==> config.mk <==
export PLATFORM = sky130hd
export DESIGN_NAME = key_lock_manager
export DESIGN_NICKNAME = d
export VERILOG_FILES = /design/src/hdl/klm_pkg.sv /design/src/hdl/klm_ram.sv /design/src/hdl/key_lock_manager.sv
export SDC_FILE = /design/constraint.sdc
export NUM_CORES = 2
export LEC_CHECK = 0
export BUFFER_PORTS_ARGS = -buffer_cell sky130_fd_sc_hd__buf_4
export CAP_MARGIN = 40
export CORE_MARGIN = 2
export CORE_UTILIZATION = 52
export DETAILED_ROUTE_END_ITERATION = 8
export PLACE_DENSITY = 0.68
export SYNTH_ARGS = -nofsm -noshare
export SYNTH_HDL_FRONTEND = slang
export SYNTH_HIERARCHICAL = 1
export SYNTH_SLANG_ARGS = --single-unit
==> constraint.sdc <==
create_clock -name clk -period 20.1 [get_ports clk]
set_clock_uncertainty 0.1 [all_clocks]
set_input_delay 2.01 -clock clk [delete_from_list [all_inputs] [get_ports clk]]
set_output_delay 2.01 -clock clk [all_outputs]
set_load 0.01 [all_outputs]
==> src/hdl/klm_pkg.sv <==
// Package for the key lock manager: function and status codes, FSM states.
// No dependencies.
package klm_pkg;
  typedef enum logic [2:0] {
    FN_REGISTER = 3'd0, FN_GET = 3'd1, FN_SET = 3'd2, FN_STORE = 3'd3, FN_ABORT = 3'd4
  } func_t;
  typedef enum logic [2:0] {
    ST_OK = 3'd0, ST_BLOCKED = 3'd1, ST_ABORTED = 3'd2, ST_UNKNOWN = 3'd3,
    ST_TABLE_FULL = 3'd4, ST_QUEUE_FULL = 3'd5
  } status_t;
  typedef enum logic [3:0] {
    S_IDLE, S_SEARCH, S_SRCH_WAIT, S_DECIDE, S_QREAD, S_QWAIT, S_HANDOFF,
    S_PURGE_RD, S_PURGE_WAIT, S_PURGE_WR, S_PURGE_END, S_DONE
  } state_t;
endpackage

==> src/hdl/klm_ram.sv <==
// Generic single-port-write, single-read RAM with registered read data.
// No dependencies.
module klm_ram #(
  parameter int WIDTH = 8,
  parameter int DEPTH = 16
) (
  input  logic                     clk,
  input  logic                     we,
  input  logic [$clog2(DEPTH)-1:0] waddr,
  input  logic [WIDTH-1:0]         wdata,
  input  logic [$clog2(DEPTH)-1:0] raddr,
  output logic [WIDTH-1:0]         rdata
);
  logic [WIDTH-1:0] mem [DEPTH];

  always_ff @(posedge clk) begin
    if (we) mem[waddr] <= wdata;
    rdata <= mem[raddr];
  end
endmodule

==> src/hdl/key_lock_manager.sv <==
// Key lock manager: lock table, per-key FIFO wait queues, process registry.
// Register, undefined codes and unknown callers finish without a key search; get/set/store
// search the used slots in order for the key, and an abort purge removes the caller
// from every wait queue, entry by entry.
// One item at a time: the next input can transfer in the cycle after the result transfer.
// Synchronous active-low reset clears valid bits, counts and heads; memories are not.
module key_lock_manager #(
  parameter int KEY_SLOTS     = 16,
  parameter int WAIT_DEPTH    = 8,
  parameter int PROCESS_COUNT = 64
) (
  input  logic       clk,
  input  logic       rst_n,
  input  logic       in_valid,
  output logic       in_stall,
  input  logic [2:0] in_func,
  input  logic [5:0] in_process_id,
  input  logic [31:0] in_key_id,
  output logic       out_valid,
  input  logic       out_stall,
  output logic [2:0] out_status,
  output logic       out_handoff_valid,
  output logic [5:0] out_handoff_process
);
  localparam int SW = (KEY_SLOTS > 1) ? $clog2(KEY_SLOTS) : 1;
  localparam int QW = (WAIT_DEPTH > 1) ? $clog2(WAIT_DEPTH) : 1;
  localparam int CW = $clog2(WAIT_DEPTH + 1);
  localparam int AW = $clog2(KEY_SLOTS * WAIT_DEPTH) > 0 ? $clog2(KEY_SLOTS * WAIT_DEPTH) : 1;
  localparam int SC = $clog2(KEY_SLOTS + 1);

  klm_pkg::state_t state_r, state_nxt;

  // Request registers
  logic [2:0]  func_r;
  logic [5:0]  pid_r;
  logic [31:0] key_r;
  // Control registers
  logic [SC-1:0] scan_r;      // search index / purge slot
  logic          found_r;
  logic [SW-1:0] slot_r;
  logic [CW-1:0] idx_r, kept_r;
  logic [2:0]    status_r;
  logic          hv_r;
  logic [5:0]    hp_r;
  // Flip-flop state
  logic [KEY_SLOTS-1:0]     owner_valid_r;
  logic [QW-1:0]            head_r  [KEY_SLOTS];
  logic [CW-1:0]            count_r [KEY_SLOTS];
  logic [PROCESS_COUNT-1:0] known_r;
  logic [SC-1:0]            free_cnt_r;  // slots are filled in order

  // Memories
  logic          tag_we, own_we, q_we;
  logic [SW-1:0] tag_ra, own_ra, own_wa;
  logic [31:0]   tag_rd;
  logic [5:0]    own_rd, own_wd, q_wd, q_rd;
  logic [AW-1:0] q_wa, q_ra;

  klm_ram #(.WIDTH(32), .DEPTH(KEY_SLOTS)) u_tag (
    .clk, .we(tag_we), .waddr(free_cnt_r[SW-1:0]), .wdata(key_r),
    .raddr(tag_ra), .rdata(tag_rd));
  klm_ram #(.WIDTH(6), .DEPTH(KEY_SLOTS)) u_own (
    .clk, .we(own_we), .waddr(own_wa), .wdata(own_wd),
    .raddr(own_ra), .rdata(own_rd));
  klm_ram #(.WIDTH(6), .DEPTH(KEY_SLOTS * WAIT_DEPTH)) u_q (
    .clk, .we(q_we), .waddr(q_wa), .wdata(q_wd), .raddr(q_ra), .rdata(q_rd));

  logic known_w;
  assign known_w = (32'(pid_r) < 32'(PROCESS_COUNT)) && known_r[pid_r[$clog2(PROCESS_COUNT)-1:0]];

  function automatic logic [AW-1:0] qaddr(input logic [SW-1:0] s, input logic [QW-1:0] h,
                                          input logic [CW-1:0] off);
    logic [QW:0] p;
    p = {1'b0, h} + (QW+1)'(off);
    if (p >= (QW+1)'(WAIT_DEPTH)) p = p - (QW+1)'(WAIT_DEPTH);
    return AW'(32'(s) * WAIT_DEPTH + 32'(p));
  endfunction

  logic [SW-1:0] scan_s;
  assign scan_s = scan_r[SW-1:0];

  // Next state
  always_comb begin
    state_nxt = state_r;
    case (state_r)
      klm_pkg::S_IDLE: if (in_valid) state_nxt = klm_pkg::S_DECIDE;
      klm_pkg::S_DECIDE: begin
        if (func_r == klm_pkg::FN_REGISTER || func_r > klm_pkg::FN_ABORT || !known_w)
          state_nxt = klm_pkg::S_DONE;
        else if (func_r == klm_pkg::FN_ABORT)
          state_nxt = (KEY_SLOTS > 0) ? klm_pkg::S_PURGE_RD : klm_pkg::S_DONE;
        else state_nxt = klm_pkg::S_SEARCH;
      end
      klm_pkg::S_SEARCH: state_nxt = (scan_r >= free_cnt_r) ? klm_pkg::S_QREAD
                                                            : klm_pkg::S_SRCH_WAIT;
      klm_pkg::S_SRCH_WAIT: state_nxt = (tag_rd == key_r) ? klm_pkg::S_QREAD
                                                          : klm_pkg::S_SEARCH;
      klm_pkg::S_QREAD: state_nxt = klm_pkg::S_QWAIT;
      klm_pkg::S_QWAIT: state_nxt = klm_pkg::S_HANDOFF;
      klm_pkg::S_HANDOFF: state_nxt = (status_r == klm_pkg::ST_ABORTED)
                                      ? klm_pkg::S_PURGE_RD : klm_pkg::S_DONE;
      klm_pkg::S_PURGE_RD: state_nxt = (idx_r >= count_r[scan_s]) ? klm_pkg::S_PURGE_END
                                                                  : klm_pkg::S_PURGE_WAIT;
      klm_pkg::S_PURGE_WAIT: state_nxt = klm_pkg::S_PURGE_WR;
      klm_pkg::S_PURGE_WR: state_nxt = klm_pkg::S_PURGE_RD;
      klm_pkg::S_PURGE_END: state_nxt = (scan_r == SC'(KEY_SLOTS - 1)) ? klm_pkg::S_DONE
                                                                       : klm_pkg::S_PURGE_RD;
      klm_pkg::S_DONE: if (!out_stall) state_nxt = klm_pkg::S_IDLE;
      default: state_nxt = klm_pkg::S_IDLE;
    endcase
  end

  // Memory port control
  always_comb begin
    tag_we = 1'b0; own_we = 1'b0; q_we = 1'b0;
    tag_ra = scan_s; own_ra = slot_r; own_wa = slot_r; own_wd = pid_r;
    q_wa = qaddr(slot_r, head_r[slot_r], count_r[slot_r]); q_wd = pid_r;
    q_ra = qaddr(slot_r, head_r[slot_r], '0);
    case (state_r)
      klm_pkg::S_SEARCH: own_ra = scan_s;
      klm_pkg::S_SRCH_WAIT: own_ra = scan_s;
      klm_pkg::S_PURGE_RD: q_ra = qaddr(scan_s, head_r[scan_s], idx_r);
      // keep the entry address so the read data is still there at write-back
      klm_pkg::S_PURGE_WAIT: q_ra = qaddr(scan_s, head_r[scan_s], idx_r);
      klm_pkg::S_PURGE_WR: begin
        q_we = (q_rd != pid_r);
        q_wa = qaddr(scan_s, head_r[scan_s], kept_r);
        q_wd = q_rd;
      end
      klm_pkg::S_HANDOFF: begin
        if (func_r == klm_pkg::FN_GET && !found_r && status_r == klm_pkg::ST_OK) begin
          tag_we = 1'b1; own_we = 1'b1; own_wa = free_cnt_r[SW-1:0];
        end else if (func_r == klm_pkg::FN_GET && found_r && !owner_valid_r[slot_r]) begin
          own_we = 1'b1;
        end else if (status_r == klm_pkg::ST_BLOCKED) begin
          q_we = 1'b1;
        end else if (hv_r) begin
          own_we = 1'b1; own_wd = hp_r;
        end
      end
      default: ;
    endcase
  end

  // Datapath and state registers
  always_ff @(posedge clk) begin
    if (!rst_n) begin
      state_r <= klm_pkg::S_IDLE;
      owner_valid_r <= '0; known_r <= '0; free_cnt_r <= '0;
      for (int i = 0; i < KEY_SLOTS; i++) begin
        head_r[i] <= '0; count_r[i] <= '0;
      end
    end else begin
      state_r <= state_nxt;
      case (state_r)
        klm_pkg::S_IDLE: if (in_valid) begin
          func_r <= in_func; pid_r <= in_process_id; key_r <= in_key_id;
          status_r <= klm_pkg::ST_OK; hv_r <= 1'b0; hp_r <= '0;
          scan_r <= '0; found_r <= 1'b0; idx_r <= '0; kept_r <= '0;
        end
        klm_pkg::S_DECIDE: begin
          if (func_r == klm_pkg::FN_REGISTER) begin
            if (32'(pid_r) < 32'(PROCESS_COUNT))
              known_r[pid_r[$clog2(PROCESS_COUNT)-1:0]] <= 1'b1;
            else status_r <= klm_pkg::ST_UNKNOWN;
          end else if (func_r <= klm_pkg::FN_ABORT && !known_w) begin
            status_r <= klm_pkg::ST_UNKNOWN;
          end else if (func_r == klm_pkg::FN_ABORT) begin
            known_r[pid_r[$clog2(PROCESS_COUNT)-1:0]] <= 1'b0;
            status_r <= klm_pkg::ST_ABORTED;
          end
        end
        klm_pkg::S_SRCH_WAIT: begin
          if (tag_rd == key_r) begin
            found_r <= 1'b1; slot_r <= scan_s;
          end else scan_r <= scan_r + 1'b1;
        end
        klm_pkg::S_QWAIT: begin
          // own_rd holds owner of slot_r (read in S_QREAD); q_rd holds head
          if (func_r == klm_pkg::FN_GET) begin
            if (!found_r) begin
              if (free_cnt_r == SC'(KEY_SLOTS)) status_r <= klm_pkg::ST_TABLE_FULL;
            end else if (owner_valid_r[slot_r] && own_rd != pid_r) begin
              if (count_r[slot_r] >= CW'(WAIT_DEPTH)) status_r <= klm_pkg::ST_QUEUE_FULL;
              else status_r <= klm_pkg::ST_BLOCKED;
            end
          end else if (!found_r || !owner_valid_r[slot_r] || own_rd != pid_r) begin
            known_r[pid_r[$clog2(PROCESS_COUNT)-1:0]] <= 1'b0;
            status_r <= klm_pkg::ST_ABORTED;
          end else if (func_r == klm_pkg::FN_STORE && count_r[slot_r] != '0) begin
            hv_r <= 1'b1; hp_r <= q_rd;
          end
        end
        klm_pkg::S_HANDOFF: begin
          scan_r <= '0;
          if (func_r == klm_pkg::FN_GET && !found_r && status_r == klm_pkg::ST_OK) begin
            owner_valid_r[free_cnt_r[SW-1:0]] <= 1'b1;
            head_r[free_cnt_r[SW-1:0]] <= '0; count_r[free_cnt_r[SW-1:0]] <= '0;
            free_cnt_r <= free_cnt_r + 1'b1;
          end else if (func_r == klm_pkg::FN_GET && found_r) begin
            owner_valid_r[slot_r] <= 1'b1;
            if (status_r == klm_pkg::ST_BLOCKED) count_r[slot_r] <= count_r[slot_r] + 1'b1;
          end else if (func_r == klm_pkg::FN_STORE && status_r == klm_pkg::ST_OK) begin
            owner_valid_r[slot_r] <= hv_r;
            if (hv_r) begin
              head_r[slot_r] <= (32'(head_r[slot_r]) + 1 == WAIT_DEPTH) ? '0
                                : head_r[slot_r] + 1'b1;
              count_r[slot_r] <= count_r[slot_r] - 1'b1;
            end
          end
        end
        klm_pkg::S_PURGE_WR: begin
          idx_r <= idx_r + 1'b1;
          if (q_rd != pid_r) kept_r <= kept_r + 1'b1;
        end
        klm_pkg::S_PURGE_END: begin
          count_r[scan_s] <= kept_r;
          idx_r <= '0; kept_r <= '0;
          scan_r <= scan_r + 1'b1;
        end
        default: ;
      endcase
    end
  end

  assign in_stall            = (state_r != klm_pkg::S_IDLE);
  assign out_valid           = (state_r == klm_pkg::S_DONE);
  assign out_status          = status_r;
  assign out_handoff_valid   = hv_r;
  assign out_handoff_process = hp_r;
endmodule

==> impl_metrics.sql <==
INSERT INTO impl_metrics (metric_group, metric, value, unit) VALUES
('timing', 'fin_tns_setup', '0', 'ns'),
('clock_network', 'cts_tree', 'done', ''),
('timing', 'fin_crit_sh', '31.2', '%'),
('clock_network', 'clk_path_buf_depth', '3', ''),
('critical_path', 'critical_path.most_common_cell', 'sky130_fd_sc_hd__mux4_2', ''),
('detailed_routing', 'wire_per_inst', '27.9', 'µm'),
('detailed_routing', 'via_per_inst', '6.33', ''),
('floorplan', 'fp.dieArea', '137000', 'µm²'),
('clock_network', 'tritoncts.num_buffers', '172', ''),
('logic_synthesis', 'post_synth_num_cell_types', '85', ''),
('clock_network', 'postCtsSetupBuffers', '0', ''),
('grt', 'vias_in_the_first_global_route', '36761', ''),
('grt', 'grt_util_all_layers', '23.8', '%'),
('place', 'place_area', '72800', 'µm²'),
('logic_synthesis', 'yosysSeqAreaShare', '71.0', '%'),
('critical_path', 'timing.critical_path.max_delay_family', 'multiplexers', ''),
('timing', 'final_max_slew_viol_count', '0', ''),
('cells_and_area', 'final_design_instance_area_without_fill', '78500', 'µm²'),
('logic_synthesis', 'postSynth.asyncResetShare', '0', '%'),
('detailed_routing', 'detail_route.first_pass.iterations', '8', ''),
('pwr', 'power.leakage', '0.0246', 'µW'),
('floorplan', 'die_h', '371', 'µm'),
('pwr', 'powerDensity', '111', 'nW/µm²'),
('timing', 'worst_slew_margin_rel', '35.9', '%'),
('min_path', 'timing.hold.worst.class', 'register to register', ''),
('clock_network', 'cts-resized-gates', '0', ''),
('cells_and_area', 'antenna-diode-count', '0', ''),
('detailed_routing', 'initialDrtViolationCount', '4294', ''),
('detailed_routing', 'totalWireLength', '163', 'mm'),
('clock_network', 'cts.hold.buffers_added', '0', ''),
('timing', 'rsz0062_at_grt', 'no', ''),
('place', 'hpwl_after_detailed_placement', '96.9', 'mm'),
('critical_path', 'crit_path_max_fanout', '59', ''),
('clock_network', 'clk_transition_reported_paths', '0.06', 'ns'),
('logic_synthesis', 'netlist_area', '69900', 'µm²'),
('detailed_routing', 'route.antenna.remaining_nets', '0', ''),
('floorplan', 'start_util', '52.4', '%'),
('place', 'io_buffers', '56', ''),
('timing', 'timing.final.hold_violations', '0', ''),
('critical_path', 'cp_slowest_cell', 'sky130_fd_sc_hd__buf_4', ''),
('floorplan', 'ioPinCount', '57', ''),
('floorplan', 'dieWidth', '371', 'µm'),
('detailed_routing', 'detailroute.via_count', '36976', ''),
('logic_synthesis', 'avgSynthCellArea', '18.3', 'µm²'),
('floorplan', 'area_of_the_core_region', '133000', 'µm²'),
('logic_synthesis', 'synth_enable_flop_cells', '1557', ''),
('floorplan', 'core.rowCount', '134', ''),
('job', 'cap_viol_max_count', '0', ''),
('timing', 'fmax', '160', 'MHz'),
('clock_network', 'htree_num_levels', '4', ''),
('pwr', 'maximum_ir_drop_on_the_vdd_rail', '0.0855', 'mV'),
('critical_path', 'critical_path.endpoint_type', 'register', ''),
('clock_network', 'cts_sinks', '1698', ''),
('cells_and_area', 'synthToLayoutAreaGrowth', '12.3', '%'),
('status', 'run_status', 'finished, final reports clean', ''),
('clock_network', 'cts.root.buffer_cell', 'sky130_fd_sc_hd__clkbuf_16', ''),
('critical_path', 'worstPathBufferInverterCount', '5', ''),
('critical_path', 'startpoint_type', 'register', ''),
('timing', 'final_setup_viols', '0', ''),
('critical_path', 'worstPathArrival', '6.84', 'ns'),
('logic_synthesis', 'synth_cells', '3812', ''),
('clock_network', 'clock_insertion_delay_at_the_later_pin_of_the_skew_report', '0.80', 'ns'),
('logic_synthesis', 'synth_ff_type', 'sky130_fd_sc_hd__edfxtp_1', ''),
('cells_and_area', 'design.final.nets', '4014', ''),
('grt', 'global_route.overflow_total', '0', ''),
('grt', 'grt_antenna_before_repair', '4', ''),
('detailed_routing', 'post-route-drc-count', '0', ''),
('critical_path', 'cp_cell_sequence', 'buf_12 > mux4_2 > mux4_2 > ha_1 > inv_1 > fa_1 > xor2_1 > a21oi_4 > buf_4 > buf_4 > buf_12 > mux4_2 > mux4_2 > mux4_2 > mux2_2', ''),
('timing', 'final.setup.worst_slack', '13.83', 'ns'),
('place', 'worst_slack_at_placement', '13.81', 'ns'),
('logic_synthesis', 'synth-seq-cells', '1698', ''),
('grt', 'wire_length_of_the_first_global_routing_pass', '241', 'mm'),
('cells_and_area', 'drive_gt1_share', '23.6', '%'),
('timing', 'max_slew.worst_pin.slew', '0.962', 'ns'),
('place', 'gp_congestion', '0.911', ''),
('logic_synthesis', 'synthesis.yosys.warnings', '6', ''),
('critical_path', 'cp_data_required_time', '20.67', 'ns'),
('grt', 'grt_start_max_net_pins', '139', ''),
('critical_path', 'max_stage_delay', '0.68', 'ns'),
('critical_path', 'crit_type', 'register to register', ''),
('timing', 'min_period', '6.27', 'ns');
==> cells in the mapped netlist (all sizes together) (49+ instances only) <==
library cell	number	area, µm²
mux2i	80	801
xnor2	52	455
a22oi	83	623
dfxtp	141	2820
nor2	322	1210
edfxtp	1557	46800
o21ai	52	260
clkbuf	120	453
nor4	72	522
nand2	285	1070
mux4	474	10800
buf	111	734
nand3	49	255
==> flip-flops by register name, indices dropped and copies added, names as in the netlist, 3 cells and up, named ones only <==
| name | flops |
|---|---|
| scan_r | 5 |
| u_q/rdata | 6 |
| key_r | 32 |
| idx_r | 4 |
| out_handoff_process | 6 |
| state_r | 4 |
| pid_r | 6 |
| u_tag/rdata | 32 |
| kept_r | 4 |
| slot_r | 4 |
| free_cnt_r | 5 |
| u_tag/mem | 512 |
| owner_valid_r | 16 |
| u_q/mem | 768 |
| u_own/rdata | 6 |
| head_r | 48 |
| u_own/mem | 96 |
| func_r | 3 |
| count_r | 64 |
| out_status | 3 |
==> power breakdown <==
part / internal (µW) / total, µW / switching (µW)
Sequential: 4040 / 4170 / 129
Clock: 1850 / 3180 / 1340
Combinational: 629 / 1390 / 766
==> placed cells by master (no fill, tap or decap), types with 12 or more instances in the layout <==
master                      instances
sky130_fd_sc_hd__edfxtp_1        1557
sky130_fd_sc_hd__mux4_2           450
sky130_fd_sc_hd__nor2_1           308
sky130_fd_sc_hd__nand2_1          281
sky130_fd_sc_hd__clkbuf_16        174
sky130_fd_sc_hd__dfxtp_1          139
sky130_fd_sc_hd__buf_4            139
sky130_fd_sc_hd__a22oi_1           83
sky130_fd_sc_hd__mux2i_1           80
sky130_fd_sc_hd__nor4_1            62
sky130_fd_sc_hd__xnor2_1           52
sky130_fd_sc_hd__clkbuf_1          50
sky130_fd_sc_hd__nand3_1           46
sky130_fd_sc_hd__o21ai_0           43
sky130_fd_sc_hd__ha_1              34
sky130_fd_sc_hd__inv_1             32
sky130_fd_sc_hd__clkinv_1          31
sky130_fd_sc_hd__a21oi_1           30
sky130_fd_sc_hd__nor2b_1           26
sky130_fd_sc_hd__nor3_1            25
sky130_fd_sc_hd__nand4_1           24
sky130_fd_sc_hd__mux4_1            24
sky130_fd_sc_hd__mux2_2            23
sky130_fd_sc_hd__nand2b_1          19
sky130_fd_sc_hd__clkinv_2          17
sky130_fd_sc_hd__bufinv_16         15
sky130_fd_sc_hd__xor2_1            14
sky130_fd_sc_hd__and3_1            14
sky130_fd_sc_hd__nand3b_1          14
sky130_fd_sc_hd__nor2_4            14
sky130_fd_sc_hd__clkbuf_8          12
sky130_fd_sc_hd__buf_2             12
==> metrics by stage <==
step	utilization, %	total power [µW]	hold WS [ns]	instances
after global placement	54.1	5590	0.337	5483
final	58.8	8750	0.354	5843
after floorplan	-	5200	0.330	3814
after global routing	58.8	9050	0.369	5843
after detailed placement	54.5	5630	0.348	5526
after CTS	58.8	8800	0.356	5843
==> path summary, 6_finish.rpt <==
check / depth (start not counted) / from / end / slack (ns)
min: 2 / register / register / 0.35
max reg2reg: 15 / register / u_q/rdata[3] / 13.83
max: 15 / register / u_q/rdata[3] / 13.83
min reg2reg: 2 / register / register / 0.35
==> worst register-to-register path, stage by stage, from the launching register on <==
cell	delay (ns)
sky130_fd_sc_hd__dfxtp_2	0.66
sky130_fd_sc_hd__buf_12	0.25
sky130_fd_sc_hd__mux4_2	0.55
sky130_fd_sc_hd__mux4_2	0.52
sky130_fd_sc_hd__ha_1	0.20
sky130_fd_sc_hd__inv_1	0.07
sky130_fd_sc_hd__fa_1	0.18
sky130_fd_sc_hd__xor2_1	0.10
sky130_fd_sc_hd__a21oi_4	0.14
sky130_fd_sc_hd__buf_4	0.68
sky130_fd_sc_hd__buf_4	0.61
sky130_fd_sc_hd__buf_12	0.31
sky130_fd_sc_hd__mux4_2	0.42
sky130_fd_sc_hd__mux4_2	0.53
sky130_fd_sc_hd__mux4_2	0.54
sky130_fd_sc_hd__mux2_2	0.30
==> final cells by class <==
cell class	count	area, µm²
multi-input combinational	1850	19300
fill	9777	55000
clock buffer	236	4710
sequential	1698	49600
clock inverter	81	978
inverter	35	131
tap	1768	2210
timing repair buffer	175	1610
==> per-layer routing <==
metal  track usage, %  vias to the layer above  wire [µm]  part of all wire (%)
li1                 -                    15654          -                     -
met1             33.2                    19286      65100                    40
met2             38.4                     1714      79700                    49
met3             4.77                      318      13600                   8.3
met4             7.19                        4       4380                   2.7
met5                0                        -         27                 0.017
==> cells by family (layout without fill, tap and decap cells) <==
logic type / Yosys count / after routing / share of synthesized area [%]
other: 1 / 3 / 0.00537
multiplexers: 578 / 578 / 16.9
AO/OA/AOI/OAI: 265 / 265 / 2.72
adder cells (fa/ha/maj): 38 / 38 / 0.709
flip-flops: 1698 / 1698 / 71.0
XOR/XNOR: 66 / 66 / 0.827
buffers and inverters: 266 / 527 / 1.89
AND/OR/NAND/NOR: 900 / 900 / 5.96
Note: power is estimated with default switching activity, not from simulation.
